## src/hw/rtl/itoa_pkg.sv

```systemverilog
// ----------------------------------------------------------------------------
// itoa_pkg
// shared constants, types and the digit-to-character mapping for the
// binary to ascii radix converter
// ----------------------------------------------------------------------------
package itoa_pkg;

   // default sizes
   localparam int VALUE_WIDTH_DEF = 64;
   localparam int MAX_DIGITS_DEF  = 64;

   // stream payload widths
   localparam int VALUE_BITS   = 64;
   localparam int RADIX_BITS   = 5;
   localparam int REQ_TDATA_W  = 72;
   localparam int RSP_TDATA_W  = 8;
   localparam int DIGIT_BITS   = 4;
   localparam int CHAR_BITS    = 7;

   // character and radix constants
   localparam logic [CHAR_BITS-1:0]  CHAR_ZERO    = 7'd48;
   localparam logic [CHAR_BITS-1:0]  CHAR_LOWER_A = 7'd97;
   localparam logic [DIGIT_BITS-1:0] DECIMAL_TEN  = 4'd10;
   localparam logic [RADIX_BITS-1:0] RADIX_MIN    = 5'd2;
   localparam logic [RADIX_BITS-1:0] RADIX_MAX    = 5'd16;

   // commands to the serial divider
   typedef struct packed {
      logic load;    // take a fresh dividend
      logic start;   // begin one division pass
   } div_ctrl_type;

   // status from the serial divider
   typedef struct packed {
      logic                  done;     // pass finished this cycle
      logic [DIGIT_BITS-1:0] digit;    // remainder of the pass
      logic                  nonzero;  // quotient of the pass is not zero
   } div_stat_type;

   function automatic logic [CHAR_BITS-1:0] digit_to_ascii(input logic [DIGIT_BITS-1:0] d);
      logic [DIGIT_BITS-1:0] above_ten;
      above_ten = d - DECIMAL_TEN;
      if (d < DECIMAL_TEN) begin
         return CHAR_ZERO + CHAR_BITS'(d);
      end else begin
         return CHAR_LOWER_A + CHAR_BITS'(above_ten);
      end
   endfunction

endpackage

```

## src/hw/rtl/itoa_div.sv

```systemverilog
// ----------------------------------------------------------------------------
// itoa_div
// bit-serial restoring divider by a small radix, one dividend bit per cycle
// ----------------------------------------------------------------------------
module itoa_div #(
   parameter int VALUE_WIDTH = itoa_pkg::VALUE_WIDTH_DEF
) (
   input  logic                             clock,
   input  logic                             reset,
   input  itoa_pkg::div_ctrl_type           ctrl,
   input  logic [VALUE_WIDTH-1:0]           load_value,
   input  logic [itoa_pkg::RADIX_BITS-1:0]  radix,
   output itoa_pkg::div_stat_type           stat
);

   localparam int CW = (VALUE_WIDTH > 1) ? $clog2(VALUE_WIDTH) : 1;

   logic [VALUE_WIDTH-1:0]            quo_ff, quo_in;
   logic [itoa_pkg::DIGIT_BITS-1:0]   rem_ff, rem_in;
   logic [CW-1:0]                     cnt_ff, cnt_in;
   logic                              run_ff, run_in;
   logic                              nz_ff, nz_in;
   logic                              done_ff, done_in;

   logic [itoa_pkg::RADIX_BITS-1:0]   partial;
   logic [itoa_pkg::RADIX_BITS-1:0]   diff;
   logic                              fits;
   logic                              last_bit;

   // remainder shifted left with the next dividend bit
   assign partial  = {rem_ff, quo_ff[VALUE_WIDTH-1]};
   assign diff     = partial - radix;
   assign fits     = (partial >= radix);
   assign last_bit = (cnt_ff == CW'(VALUE_WIDTH - 1));

   always_comb begin
      quo_in  = quo_ff;
      rem_in  = rem_ff;
      cnt_in  = cnt_ff;
      run_in  = run_ff;
      nz_in   = nz_ff;
      done_in = 1'b0;
      if (run_ff) begin
         quo_in = {quo_ff[VALUE_WIDTH-2:0], fits};
         rem_in = fits ? diff[itoa_pkg::DIGIT_BITS-1:0] : partial[itoa_pkg::DIGIT_BITS-1:0];
         nz_in  = nz_ff | fits;
         cnt_in = cnt_ff + 1'b1;
         if (last_bit) begin
            run_in  = 1'b0;
            done_in = 1'b1;
         end
      end
      if (ctrl.load) begin
         quo_in = load_value;
      end
      if (ctrl.start) begin
         rem_in = '0;
         cnt_in = '0;
         nz_in  = 1'b0;
         run_in = 1'b1;
      end
   end

   always_ff @(posedge clock) begin
      quo_ff <= quo_in;
      rem_ff <= rem_in;
      cnt_ff <= cnt_in;
      nz_ff  <= nz_in;
      if (reset) begin
         run_ff  <= 1'b0;
         done_ff <= 1'b0;
      end else begin
         run_ff  <= run_in;
         done_ff <= done_in;
      end
   end

   assign stat.done    = done_ff;
   assign stat.digit   = rem_ff;
   assign stat.nonzero = nz_ff;

   a_rem_below_radix : assert property (@(posedge clock) disable iff (reset)
      run_ff |-> (itoa_pkg::RADIX_BITS'(rem_ff) < radix))
      else $error("remainder not below radix");

   a_done_single : assert property (@(posedge clock) disable iff (reset)
      done_ff |=> !done_ff)
      else $error("done held longer than one cycle");

   a_start_runs : assert property (@(posedge clock) disable iff (reset)
      ctrl.start |=> (run_ff && !done_ff))
      else $error("start did not begin a pass");

endmodule

```

## src/hw/rtl/integer_to_ascii_digits.sv

```systemverilog
// ----------------------------------------------------------------------------
// integer_to_ascii_digits
// converts an unsigned value to ascii digits in radix 2..16, most
// significant digit first, no leading zeros, last flag on the final digit
// ----------------------------------------------------------------------------
// sequence: D digits take D serial division passes, one dividend bit per cycle,
//   then a store read state before the first character is shown
// handshake: a new request is accepted only in idle, after the final character
//   of the previous number has been taken; each character passes S_RD then S_OUT
// reset: synchronous, active high; clears the control state, digit store
//   contents stay undefined until written
module integer_to_ascii_digits #(
   parameter int VALUE_WIDTH = itoa_pkg::VALUE_WIDTH_DEF,
   parameter int MAX_DIGITS  = itoa_pkg::MAX_DIGITS_DEF
) (
   input  logic                               clock,
   input  logic                               reset,
   // request stream
   input  logic                               req_tvalid,
   output logic                               req_tready,
   input  logic [itoa_pkg::REQ_TDATA_W-1:0]   req_tdata,  // value[63:0], radix[68:64], zero pad
   // response stream
   output logic                               rsp_tvalid,
   input  logic                               rsp_tready,
   output logic [itoa_pkg::RSP_TDATA_W-1:0]   rsp_tdata,  // digit_char[6:0], zero pad [7]
   output logic                               rsp_tlast   // final digit of the number
);

   localparam int IW   = (MAX_DIGITS > 1) ? $clog2(MAX_DIGITS) : 1;
   localparam int CNTW = $clog2(MAX_DIGITS + 1);

   // sequencer states
   localparam logic [1:0] S_IDLE = 2'd0;  // waiting for a request transfer
   localparam logic [1:0] S_DIV  = 2'd1;  // serial division, one digit per pass
   localparam logic [1:0] S_RD   = 2'd2;  // read the next digit from the store
   localparam logic [1:0] S_OUT  = 2'd3;  // character offered on the response side

   logic [1:0]                           state_ff, state_in;
   logic [CNTW-1:0]                      count_ff, count_in;
   logic [itoa_pkg::RADIX_BITS-1:0]      radix_ff, radix_in;
   logic [itoa_pkg::DIGIT_BITS-1:0]      rd_digit_ff;

   // digit store, least significant digit at entry zero
   logic [itoa_pkg::DIGIT_BITS-1:0]      digit_store [MAX_DIGITS];

   logic                                 req_xfer;
   logic                                 rsp_xfer;
   logic [itoa_pkg::RADIX_BITS-1:0]      radix_raw;
   logic [itoa_pkg::RADIX_BITS-1:0]      radix_clamped;
   logic [VALUE_WIDTH-1:0]               value_in;
   logic [CNTW-1:0]                      count_dec;
   logic [IW-1:0]                        wr_idx;
   logic [IW-1:0]                        rd_idx;
   logic                                 more_digits;
   logic                                 store_we;
   logic                                 store_re;

   itoa_pkg::div_ctrl_type               div_ctrl;
   itoa_pkg::div_stat_type               div_stat;

   // unpack the request, only the low VALUE_WIDTH bits of value count
   assign value_in  = req_tdata[VALUE_WIDTH-1:0];
   assign radix_raw = req_tdata[itoa_pkg::VALUE_BITS +: itoa_pkg::RADIX_BITS];

   always_comb begin
      if (radix_raw < itoa_pkg::RADIX_MIN) begin
         radix_clamped = itoa_pkg::RADIX_MIN;
      end else if (radix_raw > itoa_pkg::RADIX_MAX) begin
         radix_clamped = itoa_pkg::RADIX_MAX;
      end else begin
         radix_clamped = radix_raw;
      end
   end

   assign req_tready = (state_ff == S_IDLE);
   assign req_xfer   = req_tvalid && req_tready;
   assign rsp_tvalid = (state_ff == S_OUT);
   assign rsp_xfer   = rsp_tvalid && rsp_tready;

   // store addressing: write at the digit count, read one below it
   assign count_dec = count_ff - 1'b1;
   assign wr_idx    = count_ff[IW-1:0];
   assign rd_idx    = count_dec[IW-1:0];

   // keep dividing while the quotient is nonzero and the store has room
   assign more_digits = div_stat.nonzero && (count_ff != CNTW'(MAX_DIGITS - 1));
   assign store_we    = (state_ff == S_DIV) && div_stat.done;
   assign store_re    = (state_ff == S_RD);

   always_comb begin
      state_in       = state_ff;
      count_in       = count_ff;
      radix_in       = radix_ff;
      div_ctrl.load  = 1'b0;
      div_ctrl.start = 1'b0;
      unique case (state_ff)
         S_IDLE: begin
            if (req_xfer) begin
               radix_in       = radix_clamped;
               count_in       = '0;
               div_ctrl.load  = 1'b1;
               div_ctrl.start = 1'b1;
               state_in       = S_DIV;
            end
         end
         S_DIV: begin
            if (div_stat.done) begin
               count_in = count_ff + 1'b1;
               if (more_digits) begin
                  div_ctrl.start = 1'b1;
               end else begin
                  state_in = S_RD;
               end
            end
         end
         S_RD: begin
            state_in = S_OUT;
         end
         S_OUT: begin
            if (rsp_xfer) begin
               if (count_ff == CNTW'(1)) begin
                  state_in = S_IDLE;
               end else begin
                  count_in = count_dec;
                  state_in = S_RD;
               end
            end
         end
         default: begin
            state_in = S_IDLE;
         end
      endcase
   end

   always_ff @(posedge clock) begin
      radix_ff <= radix_in;
      if (reset) begin
         state_ff <= S_IDLE;
         count_ff <= '0;
      end else begin
         state_ff <= state_in;
         count_ff <= count_in;
      end
   end

   // digit store: one write port, one registered read port
   always_ff @(posedge clock) begin
      if (store_we) begin
         digit_store[wr_idx] <= div_stat.digit;
      end
      if (store_re) begin
         rd_digit_ff <= digit_store[rd_idx];
      end
   end

   itoa_div #(
      .VALUE_WIDTH (VALUE_WIDTH)
   ) u_div (
      .clock      (clock),
      .reset      (reset),
      .ctrl       (div_ctrl),
      .load_value (value_in),
      .radix      (radix_ff),
      .stat       (div_stat)
   );

   // response payload
   assign rsp_tdata = {1'b0, itoa_pkg::digit_to_ascii(rd_digit_ff)};
   assign rsp_tlast = (count_ff == CNTW'(1));

   a_out_has_digit : assert property (@(posedge clock) disable iff (reset)
      rsp_tvalid |-> (count_ff != '0))
      else $error("character offered with an empty digit count");

   a_req_starts_div : assert property (@(posedge clock) disable iff (reset)
      req_xfer |=> (state_ff == S_DIV && count_ff == '0))
      else $error("request transfer did not start division");

   a_last_frees_input : assert property (@(posedge clock) disable iff (reset)
      (rsp_xfer && rsp_tlast) |=> req_tready)
      else $error("input not ready after final character");

endmodule

```

## config.mk

```make
export PLATFORM = sky130hd
export DESIGN_NAME = integer_to_ascii_digits
export DESIGN_NICKNAME = d
export VERILOG_FILES = /design/src/hw/rtl/itoa_pkg.sv /design/src/hw/rtl/itoa_div.sv /design/src/hw/rtl/integer_to_ascii_digits.sv
export SDC_FILE = /design/constraint.sdc
export NUM_CORES = 1
export LEC_CHECK = 0
export ABC_AREA = 1
export CORE_MARGIN = 3
export CORE_UTILIZATION = 42
export DETAILED_ROUTE_END_ITERATION = 10
export DONT_BUFFER_PORTS = 1
export HOLD_SLACK_MARGIN = 0.15
export PLACE_DENSITY = 0.64
export SETUP_SLACK_MARGIN = 0.4
export SLEW_MARGIN = 30
export SYNTH_ARGS = -nofsm -noshare
export SYNTH_HDL_FRONTEND = slang
export SYNTH_HIERARCHICAL = 1
export SYNTH_SLANG_ARGS = --single-unit
```

## constraint.sdc

```tcl
create_clock -name clock -period 3.8 [get_ports clock]
set_input_delay 0.38 -clock clock [delete_from_list [all_inputs] [get_ports clock]]
set_output_delay 0.38 -clock clock [all_outputs]
set_load 0.05 [all_outputs]
```

==> impl_metrics.json, run 1 <==
{
  "status": "finished, final reports clean",
  "antenna_found_initial": 1,
  "core-area_um2": 36900,
  "cts-root-buf": "clkbuf_16",
  "synth_area_um2": 15900,
  "min_path_type": "primary input to flip-flop",
  "cp_max_fo": 41,
  "clock_path_buffers": 3,
  "synthArstFlopShare": 0,
  "fmax_mhz": 338,
  "fin_tns_setup_ns": 0,
  "io_buffers": 0,
  "share_comb_of_total_power": 0.173,
  "relSlewSlack": 0.333,
  "drtAntennaViolNets": 0,
  "hold_violations": 0,
  "r2r_end": "rd_digit_ff[0]",
  "post-synth-top-area-cell": "edfxtp_1",
  "cts_resized": 0,
  "die_h_um": 200,
  "grt-ovfl-total": 0,
  "fill_cells": 3287,
  "synth.top_cell.area_share": 0.623,
  "r2r_cells": 9,
  "clock_skew_ns": 0.0114,
  "rows": 70,
  "critPathKind": "flip-flop to flip-flop",
  "postCtsSetupBuffers": 0,
  "cts_tree": "done",
  "yosysMostFrequentCell": "nand2_1",
  "p_leak_nw": 7.41,
  "maxCapViolCount": 0,
  "dr_total_vias": 11100,
  "rsz0062_at_grt": "no",
  "dr.pass1.iters": 5,
  "ir_drop_v": 0.000380,
  "syn_area_per_cell_um2": 9.83,
  "yosysWarningCount": 6,
  "slew_violations": 0,
  "syn_to_final_growth_pct": 14.8,
  "period_share": 0.778,
  "grt_pass1_wl_mm": 57.1,
  "wl_per_cell_um": 16.3,
  "crit_start": "count_ff[0]",
  "endpoint_kind": "flip-flop",
  "power.switching_mw": 2.79,
  "start_util": 0.430,
  "grt_max_degree": 93,
  "drtIter0Drc": 911,
  "synth_edf_count": 329,
  "yosysSeqAreaShare": 0.651,
  "clk_latency_ns": 0.52,
  "hold_slack_ns": 0.194,
  "r2r-start": "count_ff[0]",
  "synth_ff_type": "edfxtp_1",
  "crit_end": "rd_digit_ff[0]",
  "p_int_mw": 7.31,
  "period_minus_slack_ns": 2.96,
  "r2r_setup_slack_ns": 0.84,
  "synth_common_cells": "560 x nand2_1, 329 x edfxtp_1, 198 x nand3_1",
  "drive_gt1_frac": 0.0671,
  "yosys_register_bits": 351,
  "vias_per_cell": 5.02,
  "remaining_drc_errors": 0,
  "arrival_ns": 3.23,
  "track_usage": 0.175,
  "die_width_um": 200,
  "cp.required_ns": 4.07,
  "p_sw_frac": 0.277,
  "die-area_um2": 40100,
  "dpl.hpwl_mm": 20.6,
  "worst_pin_slew_ns": 0.997,
  "yosysUniqueCellTypes": 43,
  "grt_pass1_vias": 11000,
  "setup_violations": 0,
  "p_clk_frac": 0.354,
  "whs_path_depth": 3,
  "clk_pin_slew_worst_paths_ns": 0.06,
  "nNetsFinal": 1756,
  "htreeDepth": 2,
  "pin_count": 87,
  "synth_nets": 1700,
  "wl_mm": 35.8,
  "power.share.sequential": 0.473,
  "synthTopCellsByArea": "edfxtp_1 62%, nand2_1 13%, nand3_1 6.3%",
  "syn_inst": 1612,
  "place_congestion": 0.818,
  "cts.sinks": 351,
  "powerDensity_nw_per_um2": 555,
  "worst_setup_path_start_kind": "flip-flop",
  "hold_buffers": 71,
  "cts_buffers": 38
}
## cell usage in the layout (no fill, tap or decap), types with 6 or more instances in the layout
cell type,synthesis,routed
dfxtp_1,22,17
nand2_1,560,559
clkinv_2,0,8
a21oi_1,13,13
buf_4,10,16
inv_1,162,162
clkbuf_16,0,41
nand3_1,198,198
nor2_1,144,142
edfxtp_1,329,329
ha_1,11,11
clkbuf_1,21,8
o21ai_0,41,38
nand2_2,5,6
dlygate4sd3_1,0,71
clkinv_1,1,9
## power groups by stage
stage	clock [mW]	combinational, mW	sequential [mW]
2_1_floorplan	0	1.10	4.93
3_3_place_gp	0	1.64	4.85
3_5_place_dp	0	1.67	4.86
4_1_cts	3.62	1.74	4.78
5_1_grt	3.79	1.95	4.80
6_report	3.57	1.75	4.78
## worst max-delay path, stage by stage (launching register included)
cell and delay (ns):
dfxtp_4 0.64, clkinv_2 0.12, ha_1 0.35, xor2_4 0.75
buf_4 0.31, nand3_1 0.13, nand3_1 0.11, nand3_1 0.08
nand3_1 0.13, nand2_1 0.08
## cell type report
type                            count  area, µm²  area share
Sequential cell                   351      10300       0.568
Multi-Input combinational cell   1018       4500       0.247
Clock buffer                       51       1080      0.0595
Timing Repair Buffer               89        871      0.0478
Inverter                          170        642      0.0353
Tap cell                          504        631      0.0346
Clock inverter                     19        143     0.00784
Antenna cell                        1       2.50    0.000137
## kinds of logic after synthesis
group                      count (synthesis)  share of synthesized area
AOI/OAI and AO/OA                         68                     0.0234
buffers and inverters                    243                     0.0663
xor gates and xnor gates                   5                    0.00442
DFF                                      351                      0.651
other                                      2                   0.000474
adders and majority gates                 12                    0.00995
and+or+nand+nor                          931                      0.244
## through the flow
step	total power, mW	area [µm²]	instances	utilization	worst slack [ns]
3_3_place_gp	6.50	16200	2060	0.440	0.891
4_1_cts	10.1	18200	2201	0.493	0.850
3_5_place_dp	6.53	16200	2060	0.440	0.857
5_1_grt	10.5	18200	2203	0.494	0.625
6_report	10.1	18200	2203	0.494	0.842
2_1_floorplan	6.03	15900	1612	-	0.642
## sequential cells by signal, indices dropped and copies added, names as in the netlist
signal         cells
u_div/nz_ff        1
count_ff           7
u_div/run_ff       1
digit_store      256
u_div/done_ff      1
radix_ff           5
state_ff           2
u_div/cnt_ff       6
u_div/rem_ff       4
rd_digit_ff        4
u_div/quo_ff      64
## metal layers
layer,GRT usage,up-vias,part of all wire
li1,-,5397,-
met1,0.229,5229,0.44
met2,0.295,357,0.47
met3,0.0349,70,0.066
met4,0.0575,0,0.024
met5,0,-,0
## worst min path at each step
| stage | from | endpoint | slack (ns) |
|---|---|---|---|
| floorplan | u_div/cnt_ff[5] | u_div/cnt_ff[5] | 0.42 |
| global placement | u_div/cnt_ff[5] | u_div/cnt_ff[5] | 0.44 |
| detailed placement | u_div/cnt_ff[5] | u_div/cnt_ff[5] | 0.44 |
| CTS | req_tdata[64] | radix_ff[2] | 0.18 |
| global route | req_tdata[64] | radix_ff[2] | 0.20 |
| finish | req_tdata[64] | radix_ff[2] | 0.19 |
(Power assumes the default switching activity.)
==> run 2: changes to the inputs <==
==> constraint.sdc (replaced) <==
create_clock -name clock -period 2.8 [get_ports clock]
set_input_delay 0.28 -clock clock [delete_from_list [all_inputs] [get_ports clock]]
set_output_delay 0.28 -clock clock [all_outputs]
set_load 0.05 [all_outputs]
==> impl_metrics.json, run 2 (same netlist as run 1, synthesis figures left out) <==
{
  "endpoint_kind": "primary output",
  "rows": 70,
  "cp.buffers_inverters": 3,
  "syn_to_final_growth_pct": 16.5,
  "htreeDepth": 2,
  "p_sw_frac": 0.276,
  "total_power_mw": 13.7,
  "place_congestion": 0.840,
  "pin_count": 87,
  "final_common_cell": "nand2_1",
  "powerDensity_nw_per_um2": 743,
  "p_leak_nw": 7.54,
  "placedCellCount": 2080,
  "drtAntennaViolNets": 0,
  "postCtsSetupBuffers": 0,
  "grt_pass1_vias": 10900,
  "worst_setup_path_start_kind": "flip-flop",
  "period_share": 0.832,
  "max_stage_delay_ns": 0.45,
  "grt_max_degree": 132,
  "arrival_ns": 2.05,
  "cp_max_fo": 4,
  "largest_reg_flops": 256,
  "vias_per_cell": 5.04,
  "power.share.sequential": 0.471,
  "drtIter0Drc": 782,
  "p_int_mw": 9.94,
  "top_regs": "digit_store x256, u_div/quo_ff x64, count_ff x7",
  "setup_violations": 0,
  "clk_latency_ns": 0.52,
  "die_width_um": 200,
  "grt_pass1_wl_mm": 57.5,
  "clock_skew_ns": 0.0102,
  "track_usage": 0.177,
  "share_comb_of_total_power": 0.179,
  "drive_gt1_frac": 0.0780,
  "dpl.hpwl_mm": 21.3,
  "critPathSlowestCell": "edfxtp_1",
  "dr.pass1.iters": 6,
  "dr_total_vias": 11200,
  "crit_chain": "inv_2 > nand2_1 > nand2_2 > clkinvlp_4 > o21ai_2 > buf_4",
  "wl_per_cell_um": 16.4,
  "antenna_found_initial": 1,
  "worst_pin_slew_ns": 0.819,
  "rsz0062_at_grt": "yes",
  "wl_mm": 36.5,
  "clock_path_buffers": 3,
  "diodes": 0,
  "maxCapViolCount": 0,
  "die_h_um": 200,
  "io_buffers": 0,
  "core-area_um2": 36900,
  "cts_buffers": 37,
  "start_util": 0.430,
  "fmax_mhz": 429,
  "min_path_type": "flip-flop to flip-flop",
  "p_clk_frac": 0.350,
  "cts.sinks": 351,
  "path_delay_family": "buffers and inverters",
  "ir_drop_v": 0.000581,
  "slew_violations": 0,
  "critPathKind": "flip-flop to primary output",
  "relSlewSlack": 0.454,
  "die-area_um2": 40100,
  "fin_tns_setup_ns": 0,
  "final_cells": 2222,
  "cts-root-buf": "clkbuf_16",
  "clk_pin_slew_worst_paths_ns": 0.06,
  "nNetsFinal": 1778,
  "remaining_drc_errors": 0,
  "regMostFlops": "digit_store",
  "finish.utilization": 0.501,
  "cp.required_ns": 2.52,
  "status": "finished, final reports clean",
  "period_minus_slack_ns": 2.33,
  "cts_tree": "done",
  "power.switching_mw": 3.79,
  "grt-ovfl-total": 0,
  "hold_violations": 0,
  "final_cell_mix": "557 x nand2_1, 329 x edfxtp_1, 198 x nand3_1"
}
run 2: cell count changes in the layout (fill, tap and decap cells not counted), sizes merged:
| cell | delta |
|---|---|
| clkinvlp | +2 |
| clkinv | -6 |
| clkbuf | +1 |
| diode | -1 |
| bufinv | +1 |
| dlygate4sd3 | +3 |
| buf | +19 |
run 2: per-stage QoR:
step / cell area, µm² / hold slack (ns) / setup slack [ns]
global route: 18500 / 0.494 / 0.336
CTS: 18400 / 0.453 / 0.404
floorplan: 15900 / 0.342 / 0.430
detailed placement: 16500 / 0.352 / 0.304
global placement: 16500 / 0.348 / 0.327
finish: 18500 / 0.454 / 0.471
run 2: timing repair:
action / in CTS / in global routing
cloned: 0 / 1
hold buffers: 74 / 0
endpoints found under the hold margin: 80 / 0
endpoints found under the setup margin: 4 / 16
gates resized for setup: 1 / 14
run 2: per-layer routing:
layer,share of wire,vias to the layer above,global-route usage
met1,0.43,5305,0.238
met5,0.00036,-,0
met4,0.025,2,0.0499
li1,-,5439,-
met2,0.47,391,0.295
met3,0.073,72,0.0343
run 2: area by class of cell:
cell class / count / area (µm²)
fillers: 3200 / 18400
inverters: 170 / 651
flip-flops and latches: 351 / 10300
multi-input cells: 1018 / 4510
clock buffers: 51 / 1040
repair buffers: 112 / 1150
well taps: 504 / 631
clock inverters: 16 / 153
run 2: final timing paths:
path | startpoint | end | slack [ns] | cells past startpoint
setup reg to reg | count_ff[0] | rd_digit_ff[1] | 0.48 | 10
setup / recovery | rd_digit_ff[1] | rsp_tdata[1] | 0.47 | 6
hold / removal | u_div/cnt_ff[5] | u_div/cnt_ff[5] | 0.45 | 2
hold reg to reg | u_div/cnt_ff[5] | u_div/cnt_ff[5] | 0.45 | 2
run 2: worst register-to-register path: stages (launching register included):
cell      delay [ns]
dfxtp_4         0.39
clkinv_2        0.08
buf_4           0.44
nand2_2         0.19
nand2_1         0.14
nand2_4         0.11
inv_2           0.29
nand3_1         0.21
nand3_1         0.15
nand3_1         0.12
nand2_1         0.07
run 2: power groups by stage:
stage / Sequential (mW) / Clock [mW] / Combinational, mW
2_1_floorplan: 6.68 / 0 / 1.50
3_3_place_gp: 6.56 / 0 / 2.28
3_5_place_dp: 6.57 / 0 / 2.32
4_1_cts: 6.46 / 4.89 / 2.41
5_1_grt: 6.50 / 5.09 / 2.74
6_report: 6.47 / 4.80 / 2.45
==> run 3: changes to the inputs <==
==> constraint.sdc (replaced) <==
create_clock -name clock -period 2.27 [get_ports clock]
set_input_delay 0.227 -clock clock [delete_from_list [all_inputs] [get_ports clock]]
set_output_delay 0.227 -clock clock [all_outputs]
set_load 0.05 [all_outputs]
==> impl_metrics.json, run 3 (same netlist as run 1, synthesis figures left out) <==
{
  "relSlewSlack": 0.469,
  "fill_cells": 3042,
  "grt_use_met3": 0.0450,
  "grt_max_degree": 69,
  "die-area_um2": 40100,
  "wl_per_cell_um": 18.6,
  "p_int_mw": 12.9,
  "grt_pass1_wl_mm": 66.1,
  "grt_pass1_vias": 11900,
  "grt_util_met1": 0.273,
  "cts.sinks": 351,
  "remaining_drc_errors": 0,
  "endpoint_kind": "primary output",
  "hold_slack_ns": 0.423,
  "grt-ovfl-total": 0,
  "hold_violations": 0,
  "die_h_um": 200,
  "grt-busiest-layer": "met2",
  "start_util": 0.430,
  "slew_violations": 0,
  "dpl.hpwl_mm": 22.3,
  "dr.pass1.iters": 5,
  "clock_path_buffers": 3,
  "drtAntennaViolNets": 0,
  "io_buffers": 0,
  "place_congestion": 0.868,
  "power.switching_mw": 5.25,
  "die_width_um": 200,
  "ir_drop_v": 0.000707,
  "top_regs": "digit_store x256, u_div/quo_ff x64, count_ff x7",
  "cts_buffers": 37,
  "pin_count": 87,
  "worst_pin_slew_ns": 0.796,
  "cts-root-buf": "clkbuf_16",
  "rsz0062_at_grt": "yes",
  "use_met2": 0.342,
  "worst_setup_path_start_kind": "flip-flop",
  "largest_reg_flops": 256,
  "status": "finished, final reports clean",
  "arrival_ns": 1.96,
  "final_common_cell": "nand2_1",
  "final_cells": 2283,
  "rows": 70,
  "clock_skew_ns": 0.0160,
  "clk_pin_slew_worst_paths_ns": 0.06,
  "min_path_type": "primary input to flip-flop",
  "setup_violations": 0,
  "cts_tree": "done",
  "cp_max_fo": 4,
  "share_comb_of_total_power": 0.220,
  "power.share.sequential": 0.439,
  "drtIter0Drc": 1038,
  "wl_mm": 42.5,
  "fmax_mhz": 458,
  "core-area_um2": 36900,
  "drive_gt1_frac": 0.196,
  "antenna_found_initial": 1,
  "clk_latency_ns": 0.54,
  "p_clk_frac": 0.341,
  "dr_total_vias": 11900,
  "p_sw_frac": 0.289,
  "placedCellCount": 2093,
  "critPathKind": "flip-flop to primary output",
  "nNetsFinal": 1836,
  "track_usage": 0.208,
  "p_leak_nw": 8.21,
  "syn_to_final_growth_pct": 28.2,
  "period_minus_slack_ns": 2.18,
  "final_cell_mix": "548 x nand2_1, 329 x edfxtp_1, 155 x inv_1",
  "cp.required_ns": 2.04,
  "r2r_setup_slack_ns": 0.34,
  "vias_per_cell": 5.22,
  "powerDensity_nw_per_um2": 894,
  "maxCapViolCount": 0,
  "htreeDepth": 2,
  "fin_tns_setup_ns": 0,
  "regMostFlops": "digit_store",
  "period_share": 0.962
}
## run 3: per-layer routing
metal | vias up | part of all wire
li1 | 5568 | -
met1 | 5667 | 0.41
met2 | 571 | 0.47
met3 | 100 | 0.088
met4 | 0 | 0.034
met5 | - | 0
## run 3: worst paths after layout
| check | startpoint | endpoint | cells after the start |
|---|---|---|---|
| worst max-delay path | rd_digit_ff[2] | rsp_tdata[1] | 6 |
| worst min register to register | u_div/cnt_ff[5] | u_div/cnt_ff[5] | 2 |
| worst max register to register | count_ff[0] | rd_digit_ff[2] | 10 |
| worst min-delay path | req_tdata[49] | u_div/quo_ff[49] | 3 |
## run 3: timing repair
item	in CTS	in global routing
endpoints found under the setup margin	169	248
endpoints found under the hold margin	80	0
pin swaps	21	24
hold buffers	74	0
gates resized for setup	119	155
buffers inserted	29	6
gates cloned	11	0
## run 3: power by group through the flow
stage	sequential, mW	combinational [mW]	clock (mW)
after floorplan	8.24	1.92	0
after global placement	8.09	2.92	0
after detailed placement	8.10	2.95	0
after CTS	7.97	3.69	6.29
after global routing	8.01	4.31	6.53
final	7.97	3.99	6.20
## run 3: area by class of cell
| cell class | instances | area, µm² | area share |
|---|---|---|---|
| tap | 504 | 631 | 0.0310 |
| sequential | 351 | 10300 | 0.509 |
| clock buffer | 47 | 1040 | 0.0511 |
| inverter | 170 | 664 | 0.0327 |
| antenna | 2 | 5.00 | 0.000246 |
| timing repair buffer | 169 | 1960 | 0.0967 |
| clock inverter | 21 | 209 | 0.0103 |
| multi-input combinational | 1019 | 5470 | 0.269 |
## run 3: critical path: stages (launching register included)
cell	delay [ns]
edfxtp_1	0.46
inv_2	0.10
nand2_2	0.07
nand2_4	0.08
clkinvlp_4	0.30
o21ai_2	0.23
buf_6	0.18
## run 3: stage by stage
stage | instance area [µm²] | utilization | worst slack [ns] | power [mW]
after detailed placement | 16600 | 0.450 | 0.00623 | 11.1
after global routing | 20300 | 0.551 | 0.0177 | 18.9
after floorplan | 16000 | - | 0.381 | 10.2
after global placement | 16600 | 0.450 | 0.0716 | 11.0
after CTS | 19700 | 0.533 | 0.0936 | 18.0
final | 20300 | 0.551 | 0.0865 | 18.2
